**src/sv/mfrag_pkg.sv**
```systemverilog
// Package for the message fragmenter: widths, fragment size constants,
// reciprocal constants for the fragment count, the queue item and the sequencer phases.
// No dependencies.
package mfrag_pkg;

  localparam int FRAME_BYTES   = 100;
  localparam int HDR_BYTES     = 2;
  localparam int PAYLOAD_BYTES = FRAME_BYTES - HDR_BYTES;

  localparam int BYTE_W = 8;
  localparam int LEN_W  = 16;

  localparam logic [BYTE_W-1:0] PAYLOAD_LIM = BYTE_W'(PAYLOAD_BYTES);
  localparam logic [BYTE_W-1:0] SEQ_FIRST   = BYTE_W'(1);
  localparam logic [BYTE_W-1:0] COUNT_MAX   = BYTE_W'(255);

  // floor(m / PAYLOAD_BYTES) == (m * RECIP_MULT) >> RECIP_SHIFT for every 16-bit m
  localparam int RECIP_SHIFT = LEN_W + $clog2(PAYLOAD_BYTES);
  localparam int RECIP_W     = LEN_W + 2;
  localparam int PROD_W      = LEN_W + RECIP_W;
  localparam logic [RECIP_W-1:0] RECIP_MULT =
    RECIP_W'(((64'd1 << RECIP_SHIFT) + 64'(PAYLOAD_BYTES) - 64'd1) / 64'(PAYLOAD_BYTES));

  localparam int FIFO_DEPTH = 4;
  localparam int FIFO_AW    = $clog2(FIFO_DEPTH);

  typedef struct packed {
    logic [BYTE_W-1:0] data;
    logic [BYTE_W-1:0] dest;
    logic [LEN_W-1:0]  len;
    logic [BYTE_W-1:0] total;
    logic              ovf;
  } item_t;

  typedef enum logic [1:0] {
    PH_SEQ,
    PH_TOTAL,
    PH_DATA
  } phase_t;

endpackage

```
**src/sv/mfrag_front.sv**
```systemverilog
// Front end of the message fragmenter: accepts input bytes and computes the
// fragment count and overflow flag of each byte's message length.
// Depends on mfrag_pkg.
module mfrag_front (
  input  logic                          clk,
  input  logic                          rst,
  input  logic                          push,
  output logic                          full,
  input  logic [mfrag_pkg::BYTE_W-1:0]  data_byte,
  input  logic [mfrag_pkg::LEN_W-1:0]   msg_length,
  input  logic [mfrag_pkg::BYTE_W-1:0]  dest_id,
  output logic                          item_valid,
  input  logic                          item_ready,
  output mfrag_pkg::item_t              item
);
  import mfrag_pkg::*;

  logic                 s1_valid;
  logic [BYTE_W-1:0]    s1_data;
  logic [BYTE_W-1:0]    s1_dest;
  logic [LEN_W-1:0]     s1_len;
  logic [PROD_W-1:0]    s1_prod;

  logic                 take;
  logic [LEN_W-1:0]     len_m1;
  logic [PROD_W-1:0]    quot;

  assign full = s1_valid && !item_ready;
  assign take = push && !full;

  assign len_m1 = (msg_length == '0) ? '0 : msg_length - LEN_W'(1);

  always_ff @(posedge clk) begin
    if (rst) begin
      s1_valid <= 1'b0;
    end else if (take) begin
      s1_valid <= 1'b1;
    end else if (item_ready) begin
      s1_valid <= 1'b0;
    end
  end

  always_ff @(posedge clk) begin
    if (take) begin
      s1_data <= data_byte;
      s1_dest <= dest_id;
      s1_len  <= (msg_length == '0) ? LEN_W'(1) : msg_length;
      s1_prod <= PROD_W'(len_m1) * PROD_W'(RECIP_MULT);
    end
  end

  assign quot       = s1_prod >> RECIP_SHIFT;
  assign item_valid = s1_valid;

  always_comb begin
    item.data  = s1_data;
    item.dest  = s1_dest;
    item.len   = s1_len;
    item.total = quot[BYTE_W-1:0] + BYTE_W'(1);
    item.ovf   = quot >= PROD_W'(COUNT_MAX);
  end

endmodule

```
**src/sv/mfrag_fifo.sv**
```systemverilog
// Short queue between the front end and the fragment sequencer.
// Depends on mfrag_pkg.
module mfrag_fifo (
  input  logic             clk,
  input  logic             rst,
  input  logic             wr_valid,
  output logic             wr_ready,
  input  mfrag_pkg::item_t wr_item,
  output logic             rd_valid,
  input  logic             rd_pop,
  output mfrag_pkg::item_t rd_item
);
  import mfrag_pkg::*;

  item_t              mem [FIFO_DEPTH];
  logic [FIFO_AW-1:0] wr_ptr;
  logic [FIFO_AW-1:0] rd_ptr;
  logic [FIFO_AW:0]   count;
  logic               wr_en;
  logic               rd_en;

  assign wr_ready = count != (FIFO_AW+1)'(FIFO_DEPTH);
  assign rd_valid = count != '0;
  assign wr_en    = wr_valid && wr_ready;
  assign rd_en    = rd_pop && rd_valid;
  assign rd_item  = mem[rd_ptr];

  always_ff @(posedge clk) begin
    if (rst) begin
      wr_ptr <= '0;
      rd_ptr <= '0;
      count  <= '0;
    end else begin
      if (wr_en) begin
        wr_ptr <= wr_ptr + FIFO_AW'(1);
      end
      if (rd_en) begin
        rd_ptr <= rd_ptr + FIFO_AW'(1);
      end
      if (wr_en && !rd_en) begin
        count <= count + (FIFO_AW+1)'(1);
      end else if (rd_en && !wr_en) begin
        count <= count - (FIFO_AW+1)'(1);
      end
    end
  end

  always_ff @(posedge clk) begin
    if (wr_en) begin
      mem[wr_ptr] <= wr_item;
    end
  end

  a_count_bound: assert property (@(posedge clk) disable iff (rst)
    count <= (FIFO_AW+1)'(FIFO_DEPTH))
    else $error("queue count beyond depth");

endmodule

```
**src/sv/mfrag_back.sv**
```systemverilog
// Fragment sequencer: inserts the two header bytes before each fragment,
// tracks message and fragment position, and holds the result byte register.
// Depends on mfrag_pkg.
module mfrag_back (
  input  logic                          clk,
  input  logic                          rst,
  input  logic                          item_valid,
  output logic                          item_pop,
  input  mfrag_pkg::item_t              item,
  output logic                          empty,
  input  logic                          pop,
  output logic [mfrag_pkg::BYTE_W-1:0]  dest_id_out,
  output logic [mfrag_pkg::BYTE_W-1:0]  out_byte,
  output logic                          fragment_end,
  output logic                          message_end,
  output logic                          count_overflow
);
  import mfrag_pkg::*;

  phase_t            phase;
  phase_t            phase_next;
  logic [LEN_W-1:0]  bytes_sent;
  logic [BYTE_W-1:0] seq;
  logic [BYTE_W-1:0] total;
  logic [BYTE_W-1:0] pos;
  logic              ovf;
  logic              out_valid;

  logic              new_msg;
  logic [BYTE_W-1:0] cur_seq;
  logic [BYTE_W-1:0] cur_total;
  logic [BYTE_W-1:0] cur_pos;
  logic              cur_ovf;
  logic              need_hdr;
  logic [LEN_W-1:0]  bs1;
  logic [BYTE_W-1:0] pos1;
  logic              last;
  logic              fend;
  logic              emit;

  logic              is_data;
  logic [BYTE_W-1:0] sel_byte;
  logic              sel_fend;
  logic              sel_mend;
  logic [LEN_W-1:0]  bytes_sent_next;
  logic [BYTE_W-1:0] seq_next;
  logic [BYTE_W-1:0] pos_next;

  assign new_msg   = bytes_sent == '0;
  assign cur_seq   = new_msg ? SEQ_FIRST : seq;
  assign cur_total = new_msg ? item.total : total;
  assign cur_ovf   = new_msg ? item.ovf : ovf;
  assign cur_pos   = new_msg ? '0 : pos;
  assign need_hdr  = cur_pos == '0;

  assign bs1  = bytes_sent + LEN_W'(1);
  assign pos1 = cur_pos + BYTE_W'(1);
  assign last = bs1 >= item.len;
  assign fend = last || (pos1 >= PAYLOAD_LIM);

  assign emit = item_valid && (!out_valid || pop);

  always_comb begin
    phase_next = phase;
    unique case (phase)
      PH_SEQ: begin
        if (emit && need_hdr) begin
          phase_next = PH_TOTAL;
        end
      end
      PH_TOTAL: begin
        if (emit) begin
          phase_next = PH_DATA;
        end
      end
      PH_DATA: begin
        if (emit) begin
          phase_next = PH_SEQ;
        end
      end
      default: phase_next = PH_SEQ;
    endcase
  end

  always_comb begin
    is_data  = 1'b0;
    sel_byte = item.data;
    sel_fend = 1'b0;
    sel_mend = 1'b0;
    unique case (phase)
      PH_SEQ: begin
        if (need_hdr) begin
          sel_byte = cur_seq;
        end else begin
          is_data  = 1'b1;
          sel_fend = fend;
          sel_mend = last;
        end
      end
      PH_TOTAL: begin
        sel_byte = cur_total;
      end
      PH_DATA: begin
        is_data  = 1'b1;
        sel_fend = fend;
        sel_mend = last;
      end
      default: begin
        sel_byte = cur_seq;
      end
    endcase
  end

  assign item_pop = emit && is_data;

  always_comb begin
    bytes_sent_next = bytes_sent;
    seq_next        = cur_seq;
    pos_next        = cur_pos;
    if (is_data) begin
      bytes_sent_next = last ? '0 : bs1;
      pos_next        = fend ? '0 : pos1;
      seq_next        = (fend && !last) ? cur_seq + BYTE_W'(1) : cur_seq;
    end
  end

  always_ff @(posedge clk) begin
    if (rst) begin
      phase      <= PH_SEQ;
      bytes_sent <= '0;
      seq        <= '0;
      total      <= '0;
      pos        <= '0;
      ovf        <= 1'b0;
      out_valid  <= 1'b0;
    end else begin
      phase <= phase_next;
      if (emit) begin
        bytes_sent <= bytes_sent_next;
        seq        <= seq_next;
        total      <= cur_total;
        pos        <= pos_next;
        ovf        <= cur_ovf;
        out_valid  <= 1'b1;
      end else if (pop) begin
        out_valid <= 1'b0;
      end
    end
  end

  always_ff @(posedge clk) begin
    if (emit) begin
      dest_id_out    <= item.dest;
      out_byte       <= sel_byte;
      fragment_end   <= sel_fend;
      message_end    <= sel_mend;
      count_overflow <= cur_ovf;
    end
  end

  assign empty = !out_valid;

  a_total_after_seq: assert property (@(posedge clk) disable iff (rst)
    (phase == PH_TOTAL) |-> ($past(phase) == PH_SEQ || $past(phase) == PH_TOTAL))
    else $error("total header without sequence header");

  a_pos_bound: assert property (@(posedge clk) disable iff (rst)
    pos < PAYLOAD_LIM)
    else $error("fragment position beyond payload size");

  a_msg_end_frag_end: assert property (@(posedge clk) disable iff (rst)
    (out_valid && message_end) |-> fragment_end)
    else $error("message end without fragment end");

endmodule

```
**src/sv/message_fragmenter.sv**
```systemverilog
// Message fragmenter top level: front end, queue and fragment sequencer.
// Depends on mfrag_pkg, mfrag_front, mfrag_fifo and mfrag_back.
//
// Bytes of a message enter one per cycle while full is low; the block cuts
// the message into fragments of FRAME_BYTES-2 payload bytes, each led by a
// sequence byte and a total-count byte. The result side delivers one byte per
// cycle while pop is high, from a single output register, so the input is
// held back while the two header bytes of each fragment go out. The front end
// computes the fragment count with one reciprocal multiply in its register
// stage; a four-entry queue lets input run ahead while headers go out. A byte
// passes the front-end register, the queue and the output register in order.
module message_fragmenter (
  input  logic                          clk,
  input  logic                          rst,
  input  logic                          push,
  output logic                          full,
  input  logic [mfrag_pkg::BYTE_W-1:0]  data_byte,
  input  logic [mfrag_pkg::LEN_W-1:0]   msg_length,
  input  logic [mfrag_pkg::BYTE_W-1:0]  dest_id,
  output logic                          empty,
  input  logic                          pop,
  output logic [mfrag_pkg::BYTE_W-1:0]  dest_id_out,
  output logic [mfrag_pkg::BYTE_W-1:0]  out_byte,
  output logic                          fragment_end,
  output logic                          message_end,
  output logic                          count_overflow
);
  import mfrag_pkg::*;

  item_t front_item;
  logic  front_valid;
  logic  front_ready;
  item_t q_item;
  logic  q_valid;
  logic  q_pop;

  mfrag_front u_front (
    .clk        (clk),
    .rst        (rst),
    .push       (push),
    .full       (full),
    .data_byte  (data_byte),
    .msg_length (msg_length),
    .dest_id    (dest_id),
    .item_valid (front_valid),
    .item_ready (front_ready),
    .item       (front_item)
  );

  mfrag_fifo u_fifo (
    .clk      (clk),
    .rst      (rst),
    .wr_valid (front_valid),
    .wr_ready (front_ready),
    .wr_item  (front_item),
    .rd_valid (q_valid),
    .rd_pop   (q_pop),
    .rd_item  (q_item)
  );

  mfrag_back u_back (
    .clk            (clk),
    .rst            (rst),
    .item_valid     (q_valid),
    .item_pop       (q_pop),
    .item           (q_item),
    .empty          (empty),
    .pop            (pop),
    .dest_id_out    (dest_id_out),
    .out_byte       (out_byte),
    .fragment_end   (fragment_end),
    .message_end    (message_end),
    .count_overflow (count_overflow)
  );

endmodule

```
**config.mk**
```make
export PLATFORM = sky130hd
export DESIGN_NAME = message_fragmenter
export DESIGN_NICKNAME = d
export VERILOG_FILES = /design/src/sv/mfrag_pkg.sv /design/src/sv/mfrag_front.sv /design/src/sv/mfrag_fifo.sv /design/src/sv/mfrag_back.sv /design/src/sv/message_fragmenter.sv
export SDC_FILE = /design/constraint.sdc
export NUM_CORES = 1
export LEC_CHECK = 0
export ABC_AREA = 0
export BUFFER_PORTS_ARGS = -buffer_cell sky130_fd_sc_hd__clkbuf_2
export CAP_MARGIN = 30
export CORE_UTILIZATION = 40
export CTS_CLUSTER_SIZE = 16
export DETAILED_ROUTE_END_ITERATION = 6
export SYNTH_ARGS = -nofsm -noshare
export SYNTH_HDL_FRONTEND = slang
export SYNTH_SLANG_ARGS = --single-unit
```
**constraint.sdc**
```tcl
create_clock -name clk -period 9.4 [get_ports clk]
set_input_delay 0.47 -clock clk [delete_from_list [all_inputs] [get_ports clk]]
set_output_delay 0.47 -clock clk [all_outputs]
set_load 0.02 [all_outputs]
```
; Yosys cells after proc, flatten, opt, wreduce, memory -nomap -nowiden
; Memories as Yosys holds them, arrays and structs flattened. A register that Yosys moved wholly into a read port is not among the register bits.
; Cells that the tools add are included.
[totals]
latchBits = 0
reg_bits = 136
rom_bits = 0
memories = 1
ram_bits = 164
out_inout_bits = 21
in_bits = 36
[op_classes]
order_cmp = 3
n_mux = 32
n_div = 0
addsub = 9
n_bitwise = 0
shift = 0
n_eq_ne = 6
mul = 1
reduce_logical = 28
[mem_list]
columns = name, words, width, read_ports, rd_ports_with_merged_regs, wr, line
row1 = u_fifo.mem, 4, 41, 1, 1, 1, mfrag_fifo.sv:15  ; item_t mem [FIFO_DEPTH];
[op_table]
columns = operator, n
row1 = $mux 8, 8
row2 = $mul 16x17->33 const B, 1
row3 = $logic_not 16->1, 2
row4 = $mux 16, 2
row5 = $add 8x1->8 const B, 3
row6 = $pmux 8 s3, 1
row7 = $add 16x1->16 const B, 1
row8 = $ge 16x16->1, 1
row9 = $sub 16x1->16 const B, 1
row10 = $ge 10x8->1 const B, 1
row11 = $logic_and 1x1->1, 10
row12 = $mux 1, 10
row13 = $mux 2, 5
row14 = $ge 8x7->1 const B, 1
row15 = $logic_not 8->1, 1
row16 = $logic_not 1->1, 6
row17 = $mux 3, 2
row18 = $ne 2x1->1 const B, 3
row19 = $pmux 1 s2, 3
row20 = $pmux 2 s3, 1
row21 = $reduce_bool 2->1, 3
row22 = $add 2x1->2 const B, 2
row23 = $add 3x1->3 const B, 1
row24 = $ne 3x3->1 const B, 1
row25 = 8 further kinds, 9

; Depth between registers and ports, before layout
; Gate-level depths: netlist of run 1.
[depth]
word_depth = 10
depth_mapped = 27
mapped_depth_nobuf = 27

; By module
; Synthesis of run 1 repeated with hierarchy kept, for this count alone.
[unflattened]
cells_unflattened = 1381
area_unflattened_um2 = 17083.9
[modules_own_cells]
columns = mod, instances, area_each_um2, cells_each
row1 = mfrag_front, 1, 6830.3, 656
row2 = mfrag_fifo, 1, 6447.4, 263
row3 = mfrag_back, 1, 3806.2, 462

; Worst setup path before layout of run 1
; OpenSTA, ideal clock, no wires.
[synth_timing]
path_type = input -> register
from = input port msg_length[0] in the netlist's numbering
to = register u_front.s1_prod[32], data pin
cell_stages = 25
arrival_ns = 7.573
path_buffers = 0
path_slack_ns = 1.572
setup_time_ns = 0.255
cell_sequence = or4_1 or2_2 or3_1 nor4_1 xnor2_1 nor2_1 inv_1 fa_1 fa_1 inv_1 fa_1 fa_1 fa_1 inv_1 fa_1 inv_1 ha_1 a21oi_1 o21ai_0 nand2_1 a21boi_0 o41ai_4 a21oi_2 or4_1 and3_1
[synth_between]
elab_chain_cells = 3
elab_cells_between_ends = 4
classes_between = add/sub (1) / mul (1) / mux (1) / reduce/logical (1)
[synth_lines]
columns = item, line
row1 = from (decl), message_fragmenter.sv:18  ; input logic [mfrag_pkg::LEN_W-1:0] msg_length,
row2 = $sub 16x1->16 or $logic_not 16->1 (tied branches), mfrag_front.sv:31  ; assign len_m1 = (msg_length == '0) ? '0 : msg_length - LEN_W'(1);
row3 = $mux 16 (*), mfrag_front.sv:31
row4 = $mul 16x17->33 (*), mfrag_front.sv:48  ; s1_prod <= PROD_W'(len_m1) * PROD_W'(RECIP_MULT);
row5 = to (signal assigned), mfrag_front.sv:48
row6 = to (decl), mfrag_front.sv:22  ; logic [PROD_W-1:0] s1_prod;
; Mark *: on every way between the ends. The rest lies on a longest branch, timed or not.
; A chain may end at the register's enable or synchronous reset.

; Final worst setup path of run 1
; Ends and elaborated chain as after synthesis.

==> results_dict.tcl, run 1 <==
set metrics [dict create \
    outcome "complete, but fails checks" \
    failed_checks "design-rule violations" \
    netlist_area_um2 16800 \
    drt_first_pass_iters 7 \
    final-setup-viol-count 0 \
    synthCells 1335 \
    synth_flop_cell "edfxtp_1" \
    io_buffer_count 56 \
    io_pins 57 \
    synth_compound_gate_area_share 0.0638 \
    p_switching_mw 1.96 \
    post_cts_resized 0 \
    grt_first_pass_wirelength_um 54700 \
    drt_iter0_markers 458 \
    post-cts-setup-buffers 0 \
    placement_rows 74 \
    crit_start "msg_length[0]" \
    grt_setup_unrepaired "no" \
    drive_gt1_frac 0.138 \
    htreeDepth 1 \
    hp-class "input pin to flip-flop" \
    power.density_nw_per_um2 280 \
    reg2reg_from "u_back.bytes_sent[0]" \
    grt_usage 0.166 \
    dpl_cell_area_um2 17700 \
    wirelength_um 34400 \
    final_cell_area_um2 18700 \
    viasPerCell 5.16 \
    max_freq_ghz 0.124 \
    post_drt_wl_per_cell_um 17.7 \
    clockRootBuffer "clkbuf_16" \
    crit_type "input pin to flip-flop" \
    cts_buffers 30 \
    min-delay-start "dest_id[5]" \
    cts_tree "yes" \
    async_reset_ff_frac 0 \
    ys_seq_area_frac 0.467 \
    overflow 0 \
    rr_worst_depth 18 \
    drc 5 \
    dpl.hpwl_um 25200 \
    synth-xor-area-share 0.0240 \
    clk_pin_slew_ns 0.06 \
    antenna_found_initial 0 \
    worstHoldPathCells 1 \
    p_int_mw 3.26 \
    regArea_um2 7840 \
    worstSkewPairLatency_ns 0.55 \
    timing.rr.end "u_fifo.count[2]" \
    max_slew_margin 0.434 \
    finClkSkew_ns 0.0237 \
    cts.path.max_buffers 3 \
    gp_congestion 0.893 \
    p_seq_frac 0.301 \
    pwr-share-comb 0.479 \
    die_h_um 207 \
    synth_nets 1637 \
    synth_simple_gate_area_frac 0.0825 \
    fill_cells 3786 \
    switching_share 0.376 \
    synth_top_family_by_area "adder cells" \
    slew_viol_final 0 \
    multi_input_area_um2 8030 \
    synth_mux_area_frac 0.0667 \
    tightest_slew_ns 0.849 \
    final_nets 1692 \
    cp.required_ns 9.70 \
    vias 10035 \
    whs_ns 0.0884 \
    grt_max_degree 56 \
    drv_cap 0 \
    synth-seq-cells 279 \
    vdd_drop_max_uv 324 \
    avgSynthCellArea_um2 12.6 \
    path_max_fanout 7 \
    finalCritPeriodShare 0.856 \
    start_util 0.408 \
    ant_nets 0 \
    p_leak_nw 7.72 \
    r2r_slack_ns 4.79 \
    coreArea_um2 41100 \
    synth_edf_count 225 \
    grt_pass1_vias 10129 \
    hold_viol 0 \
    fin_setup_tns_ns 0 \
    die_w_um 207 \
    ctsHoldBuffers 0 \
    utilization 0.454 \
    yosys_warnings 0 \
    cts.sinks 279 \
    start_kind "input pin" \
    yosysUniqueCellTypes 60 \
    min_to "u_front.s1_dest[5]" \
    fin_crit_ns 8.05 \
    area.growth.synth_to_final_pct 11.2 \
    fp.dieArea_um2 42800 \
    synth_fa_ha_area_frac 0.241 \
    cp-end-kind "flip-flop" \
    worstPathArrival_ns 8.34 \
    power_frac_clock 0.221 \
    p_total_mw 5.22 \
]
==> final cells by class <==
| type | count | share of cell area |
|---|---|---|
| diodes | 1 | 0.000134 |
| clock buffers | 43 | 0.0462 |
| clock inverters | 12 | 0.00603 |
| inverters | 197 | 0.0396 |
| multi-input cells | 811 | 0.430 |
| flip-flops and latches | 279 | 0.420 |
| well taps | 532 | 0.0357 |
| repair buffers | 71 | 0.0221 |
==> cell usage in the layout (no fill, tap or decap), drive strengths merged, types with 4 or more instances in the layout <==
cell / Yosys / final
edfxtp: 225 / 225
inv: 197 / 199
ha: 171 / 171
clkbuf: 41 / 99
fa: 95 / 95
nand2: 75 / 75
nor2: 65 / 65
a21oi: 58 / 58
dfxtp: 54 / 54
mux4: 41 / 41
o21ai: 29 / 29
xnor2: 25 / 25
a21o: 24 / 24
xor2: 21 / 21
nand3: 20 / 20
nor3: 17 / 17
or2: 15 / 15
buf: 7 / 15
and3: 14 / 14
nor4: 14 / 14
a22oi: 13 / 13
mux2: 12 / 12
or3: 11 / 11
nand4: 10 / 10
o21a: 9 / 9
nand3b: 7 / 7
clkinv: 0 / 7
mux2i: 6 / 6
or4: 6 / 6
and2: 6 / 6
nand2b: 5 / 5
nor2b: 5 / 5
o31ai: 4 / 4
==> critical path: stages <==
cell,delay (ns)
clkbuf_2,0.14
or4_1,0.63
or2_2,0.37
or3_1,0.36
nor4_1,0.26
xnor2_1,0.10
nor2_1,0.45
inv_1,0.17
fa_1,0.58
fa_1,0.57
inv_1,0.05
fa_1,0.50
fa_1,0.51
fa_1,0.54
inv_1,0.05
fa_1,0.53
inv_1,0.04
ha_1,0.30
a21oi_1,0.14
o21ai_0,0.10
nand2_1,0.07
a21boi_0,0.19
o41ai_4,0.44
a21oi_2,0.14
or4_1,0.47
and3_1,0.17
==> kinds of logic (layout without fill, tap and decap cells) <==
kind of cell / count (synthesis) / after routing
DFF: 279 / 279
AOI/OAI and AO/OA: 165 / 165
buffers and inverters: 245 / 323
xor gates and xnor gates: 46 / 46
and+or+nand+nor: 275 / 275
other: 0 / 1
adders and majority gates: 266 / 266
muxes: 59 / 59
==> flip-flops by register name (all words and copies together) (netlist names), 10 cells and up, named ones only <==
register	count
u_front.s1_len	16
u_front.s1_prod	10
u_back.bytes_sent	16
u_fifo.mem	164
==> Yosys cell counts (5+ instances only) <==
cell | instances | area share
ha_1 | 171 | 0.13
nand2_1 | 75 | 0.017
fa_1 | 95 | 0.11
a21o_1 | 24 | 0.011
mux4_2 | 41 | 0.055
mux2_2 | 12 | 0.0081
nor2b_1 | 5 | 0.0019
or2_2 | 15 | 0.0056
or3_1 | 11 | 0.0041
nor4_1 | 13 | 0.0048
nor2_1 | 64 | 0.014
dfxtp_1 | 54 | 0.064
and3_1 | 14 | 0.0052
nand2b_1 | 5 | 0.0019
inv_1 | 197 | 0.044
and2_1 | 6 | 0.0022
xnor2_1 | 25 | 0.013
nor3_1 | 16 | 0.0048
nand3_1 | 20 | 0.0060
mux2i_1 | 6 | 0.0036
nand3b_1 | 7 | 0.0031
o21a_1 | 9 | 0.0040
a21oi_1 | 57 | 0.017
xor2_1 | 21 | 0.011
a22oi_1 | 13 | 0.0058
edfxtp_1 | 225 | 0.40
clkbuf_1 | 41 | 0.0092
nand4_1 | 10 | 0.0037
o21ai_0 | 29 | 0.0087
==> metrics by stage <==
step,std cells,worst slack (ns)
CTS,1945,1.35
detailed placement,1890,0.793
global route,1945,0.919
finish,1946,1.35
floorplan,1335,1.57
global placement,1888,0.862
==> layer usage <==
metal / global-route usage / vias up / wire [um]
met5: 0 / - / 0
met4: 0.0508 / 0 / 972
met3: 0.0239 / 58 / 1310
met2: 0.284 / 174 / 17000
met1: 0.218 / 4988 / 15100
li1: - / 4815 / -
==> how the worst max path moves through the flow <==
stage | end | slack, ns | depth (start not counted)
after floorplan | u_front.s1_prod[32] | 1.57 | 25
after detailed placement | u_front.s1_prod[32] | 0.79 | 26
after global placement | u_front.s1_prod[32] | 0.86 | 26
final | u_front.s1_prod[32] | 1.35 | 26
after global routing | u_front.s1_prod[27] | 0.92 | 26
after CTS | u_front.s1_prod[32] | 1.35 | 26
==> power by group through the flow <==
stage | sequential [mW] | clock, mW | combinational [mW]
after floorplan | 1.60 | 0 | 1.83
after global placement | 1.59 | 0 | 2.46
after detailed placement | 1.60 | 0 | 2.51
after CTS | 1.57 | 1.18 | 2.54
after global routing | 1.58 | 1.23 | 2.88
final | 1.57 | 1.15 | 2.50
(Power assumes the default switching activity.)
==> run 2: changes to the inputs <==
--- a/config.mk
+++ b/config.mk
@@ -13,4 +13,5 @@
 export DETAILED_ROUTE_END_ITERATION = 6
 export SYNTH_ARGS = -nofsm -noshare
 export SYNTH_HDL_FRONTEND = slang
+export SYNTH_HIERARCHICAL = 1
 export SYNTH_SLANG_ARGS = --single-unit
==> run 2 against run 1 <==
  * The flow now finishes without violations
  * Worst setup slack better by 1.1 ns
  * Design area up 0.82%
  * Clock skew down 0.00099 ns
  * Synthesized area up 1.8%
  * Total power up 1.6%
  * Sequential power about the same
  * Critical endpoint is now u_front/s1_prod[32]
==> results_dict.tcl, run 2 <==
set metrics [dict create \
    outcome "finished clean" \
    area.growth.synth_to_final_pct 10.1 \
    antenna_found_initial 0 \
    synth_edf_count 225 \
    clk_pin_slew_ns 0.06 \
    netlist.area_leader.share 0.395 \
    worstSetupEndpoint "u_front/s1_prod[32]" \
    mostFrequentLayoutCells "edfxtp_1 (225), inv_1 (201), ha_1 (170)" \
    reg2reg_from "u_back/bytes_sent[0]" \
    vias 10490 \
    drc 0 \
    hp-class "input pin to flip-flop" \
    grt_pass1_vias 10764 \
    drive_gt1_frac 0.127 \
    gp_congestion 0.877 \
    final_nets 1731 \
    placement_rows 75 \
    hold_viol 0 \
    post_drt_wl_per_cell_um 18.6 \
    slew_viol_final 0 \
    met2WireLength_um 17800 \
    grt_setup_unrepaired "no" \
    ant_nets 0 \
    ctsHoldBuffers 0 \
    wirelength_um 37000 \
    cts.path.max_buffers 3 \
    io_pins 57 \
    synthCells 1381 \
    die_w_um 209 \
    start_kind "input pin" \
    start_util 0.406 \
    cts_tree "yes" \
    netlist_area_um2 17100 \
    yosysMostFrequentCell "edfxtp_1" \
    p_leak_nw 7.59 \
    reg_top3 "u_fifo/mem (164), u_back/bytes_sent (16), u_front/s1_len (16)" \
    rr_worst_depth 19 \
    grt_usage 0.175 \
    worstPathArrival_ns 7.30 \
    largest_register "u_fifo/mem" \
    synth_nets 1682 \
    timing.rr.end "u_fifo/count[2]" \
    crit_start "msg_length[0]" \
    diodes 0 \
    power_frac_clock 0.206 \
    largest_reg_flops 164 \
    synth-seq-cells 279 \
    drt_iter0_markers 582 \
    p_switching_mw 2.08 \
    crit_type "input pin to flip-flop" \
    r2r_slack_ns 4.83 \
    fin_setup_tns_ns 0 \
    synth_common_cells "edfxtp_1 (225), inv_1 (201), ha_1 (170)" \
    finalCritPeriodShare 0.744 \
    fp.dieArea_um2 43500 \
    dpl.cell_count 1938 \
    ys_seq_area_frac 0.459 \
    power.density_nw_per_um2 282 \
    post-cts-setup-buffers 0 \
    cp.required_ns 9.71 \
    p_seq_frac 0.295 \
    final-setup-viol-count 0 \
    wl_met3_um 1370 \
    dpl.hpwl_um 26800 \
    regArea_um2 7840 \
    highest_layer "met4" \
    stdcell_count 1992 \
    grt_max_degree 62 \
    path_max_fanout 10 \
    vdd_drop_max_uv 199 \
    yosys_warnings 6 \
    max_freq_ghz 0.143 \
    drt_first_pass_iters 7 \
    fill_cells 3840 \
    wl_met1_um 17000 \
    synth_flop_cell "edfxtp_1" \
    tightest_slew_ns 0.793 \
    viasPerCell 5.27 \
    pwr-share-comb 0.499 \
    io_buffer_count 56 \
    finClkSkew_ns 0.0227 \
    avgSynthCellArea_um2 12.4 \
    cp-end-kind "flip-flop" \
    synthTopCellsByArea "edfxtp_1 (40%), ha_1 (12%), fa_1 (11%), dfxtp_1 (6.3%), mux4_2 (5.3%)" \
    clockRootBuffer "clkbuf_16" \
    worstSkewPairLatency_ns 0.58 \
    fin_crit_ns 6.99 \
    die_h_um 209 \
    yosysUniqueCellTypes 78 \
    cts_buffers 29 \
    synth_top_cell_by_area "edfxtp_1" \
    p_int_mw 3.22 \
    post_cts_resized 0 \
    htreeDepth 1 \
    multi_input_area_um2 8210 \
    drv_cap 0 \
    final_common_cell "edfxtp_1" \
    switching_share 0.392 \
    async_reset_ff_frac 0 \
    coreArea_um2 42000 \
    grt_first_pass_wirelength_um 59300 \
    overflow 0 \
    max_slew_margin 0.470 \
    cts.sinks 279 \
]
[run 2: area by class of cell]
type                            count  area share
Clock buffer                       43      0.0430
Clock inverter                     11     0.00512
Inverter                          202      0.0403
Multi-Input combinational cell    847       0.436
Sequential cell                   279       0.417
Tap cell                          539      0.0358
Timing Repair Buffer               71      0.0230
[run 2: metal layers]
layer  GRT usage  vias to the layer above
li1            -                     5009
met1       0.240                     5243
met2       0.295                      191
met3      0.0222                       47
met4      0.0413                        0
met5           0                        -
[run 2: through the flow]
step | power (mW) | area (um^2) | worst slack (ns) | hold slack (ns) | util
5_1_grt | 5.78 | 18800 | 2.02 | 0.0495 | 0.448
4_1_cts | 5.35 | 18800 | 2.44 | 0.0369 | 0.448
6_report | 5.31 | 18800 | 2.41 | 0.0703 | 0.448
3_3_place_gp | 4.16 | 17800 | 1.98 | 0.441 | 0.425
3_5_place_dp | 4.22 | 17900 | 1.84 | 0.446 | 0.426
2_1_floorplan | 3.55 | 17100 | 2.47 | 0.436 | -
[run 2: worst max-delay path, cell delays in order]
cell and delay [ns]:
clkbuf_2 0.12, inv_1 0.17, ha_1 0.17, nor3b_1 0.32, and4_1 0.50, nor3_1 0.09
a21oi_1 0.26, inv_1 0.23, fa_1 0.66, inv_1 0.09, fa_1 0.53, inv_1 0.05
fa_1 0.51, fa_1 0.53, fa_1 0.54, inv_1 0.05, fa_1 0.52, inv_1 0.04
ha_1 0.37, nand4_1 0.13, or4_4 0.47, a21o_1 0.22, o211ai_2 0.18, xnor2_1 0.09
[run 2: worst min path at each step]
stage                     from            endpoint  slack [ns]  depth (start not counted)
3_3_place_gp   u_back/total[5]     u_back/total[5]        0.44                          2
3_5_place_dp   u_back/total[7]     u_back/total[7]        0.45                          2
6_report            dest_id[5]  u_front/s1_dest[5]        0.07                          1
2_1_floorplan  u_back/total[3]     u_back/total[3]        0.44                          2
4_1_cts             dest_id[5]  u_front/s1_dest[5]        0.04                          1
5_1_grt             dest_id[0]  u_front/s1_dest[0]        0.05                          1
[run 2: cells by family after synthesis]
logic type / synth area share
compound gates: 0.0683
xor+xnor: 0.0226
fa+ha+maj: 0.236
buf+inv: 0.0616
flops: 0.459
mux: 0.0610
simple gates: 0.0919
[run 2: power groups by stage]
| stage | Clock (mW) | Sequential (mW) | Combinational (mW) |
|---|---|---|---|
| finish | 1.09 | 1.57 | 2.65 |
| global route | 1.17 | 1.58 | 3.04 |
| CTS | 1.12 | 1.57 | 2.66 |
| detailed placement | 0 | 1.59 | 2.63 |
| global placement | 0 | 1.59 | 2.57 |
| floorplan | 0 | 1.60 | 1.95 |
==> run 3: changes to the inputs <==
==> constraint.sdc (replaced) <==
create_clock -name clk -period 6.35 [get_ports clk]
set_input_delay 0.3175 -clock clk [delete_from_list [all_inputs] [get_ports clk]]
set_output_delay 0.3175 -clock clk [all_outputs]
set_load 0.02 [all_outputs]
==> run 3 against run 2 <==
  * Worst setup slack worse by 2.2 ns
  * Design area is 6.7% higher
  * Flip-flop and latch count stayed put
  * Total power is 63% higher
  * Final cell count is 6.9% higher
  * Largest power group unchanged
  * Highest routed layer unchanged
  * Sequential power is 48% higher
  * Clock-buffer cell count is 9 lower
==> results_dict.tcl, run 3 (synthesis gave the netlist of run 2 again) <==
set metrics [dict create \
    overflow 0 \
    cp-end-kind "flip-flop" \
    grt_max_degree 62 \
    tightest_slew_ns 0.874 \
    outcome "finished clean" \
    coreArea_um2 42000 \
    grt_pass1_vias 11205 \
    start_kind "input pin" \
    finalCritPeriodShare 0.960 \
    gp_congestion 0.893 \
    hp-class "input pin to flip-flop" \
    die_w_um 209 \
    cts_buffers 28 \
    drive_gt1_frac 0.210 \
    reg_top3 "u_fifo/mem (164), u_back/bytes_sent (16), u_front/s1_len (16)" \
    io_buffer_count 56 \
    cts.sinks 279 \
    viasPerCell 5.16 \
    cts_tree "yes" \
    dpl.hpwl_um 28100 \
    clk_pin_slew_ns 0.06 \
    worstSkewPairLatency_ns 0.55 \
    drc 0 \
    drv_cap 0 \
    final-setup-viol-count 0 \
    wirelength_um 37900 \
    slew_viol_final 0 \
    io_pins 57 \
    largest_reg_flops 164 \
    final_common_cell "edfxtp_1" \
    max_freq_ghz 0.164 \
    p_total_mw 8.66 \
    fin_setup_tns_ns 0 \
    final_nets 1873 \
    whs_ns 0.116 \
    placement_rows 75 \
    die_h_um 209 \
    path_max_fanout 4 \
    fin_crit_ns 6.10 \
    drt_first_pass_iters 5 \
    grt_usage 0.176 \
    area.growth.synth_to_final_pct 17.5 \
    fill_cells 3741 \
    clockRootBuffer "clkbuf_16" \
    dpl.cell_count 2062 \
    drt_iter0_markers 664 \
    start_util 0.406 \
    stdcell_count 2129 \
    diodes 0 \
    p_leak_nw 8.25 \
    grt_first_pass_wirelength_um 60600 \
    htreeDepth 1 \
    mostFrequentLayoutCells "edfxtp_1 (225), inv_1 (199), ha_1 (165)" \
    power.density_nw_per_um2 431 \
    post_drt_wl_per_cell_um 17.8 \
    antenna_found_initial 0 \
    ant_nets 0 \
    vdd_drop_max_uv 335 \
    cp.required_ns 6.65 \
    vias 10975 \
    largest_register "u_fifo/mem" \
    crit_type "input pin to flip-flop" \
    max_slew_margin 0.417 \
    fp.dieArea_um2 43500 \
    worstPathArrival_ns 6.40 \
    finClkSkew_ns 0.00896 \
    hold_viol 0 \
    utilization 0.477 \
    cts.path.max_buffers 3 \
]
[run 3: repair_timing]
action	in CTS	in global routing
endpoints found under the setup margin	0	8
hold buffers	17	0
setup buffers	0	2
endpoints found under the hold margin	17	0
resized for setup	0	21
[run 3: final cells by class]
cell class                 count  area (um^2)  share of cell area
clock buffer                  34          723              0.0360
clock inverter                14          144             0.00717
inverter                     202          758              0.0378
multi-input combinational    847         8380               0.418
sequential                   279         7840               0.391
tap                          539          674              0.0336
timing repair buffer         214         1550              0.0774
[run 3: power breakdown]
group | internal [mW] | leakage (nW) | switching, mW
Sequential | 2.23 | 2.52 | 0.0863
Combinational | 2.27 | 5.32 | 2.51
Clock | 0.890 | 0.412 | 0.673
Total | 5.39 | 8.25 | 3.27
[run 3: final timing paths]
path / start / endpoint / slack [ns] / cells after the start
worst min-delay path: pop / u_back/out_valid / 0.12 / 3
worst min register to register: u_back/total[5] / u_back/total[5] / 0.45 / 2
worst max register to register: u_back/bytes_sent[0] / u_fifo/count[2] / 1.82 / 19
worst max-delay path: msg_length[4] / u_front/s1_prod[32] / 0.25 / 25
[run 3: layer usage]
layer  track usage  share of wire  wire length, um  vias to the layer above
li1              -              -                -                     5289
met1         0.239           0.46            17300                     5454
met2         0.313           0.50            18900                      196
met3        0.0132          0.031             1160                       36
met4        0.0327          0.014              514                        0
met5             0              0                0                        -
[run 3: per-stage QoR]
stage / cell area (um^2) / worst slack [ns]
final: 20100 / 0.253
after global routing: 20100 / -0.0684
after CTS: 19900 / 0.135
after detailed placement: 18900 / -0.450
after global placement: 18800 / -0.389
after floorplan: 17200 / 0.000938
[run 3: critical path, stage by stage]
cell      delay, ns
clkbuf_2       0.11
nor4_4         0.32
nand3_2        0.16
or4_4          0.49
nor3_4         0.19
a21oi_4        0.07
fa_1           0.54
inv_1          0.07
buf_4          0.13
ha_1           0.22
buf_4          0.15
fa_1           0.47
ha_1           0.30
inv_1          0.06
fa_1           0.52
inv_1          0.05
fa_1           0.51
ha_4           0.30
a21oi_1        0.08
o211ai_1       0.19
a211oi_1       0.09
or4_4          0.56
a21o_1         0.23
o211ai_2       0.17
xnor2_1        0.09
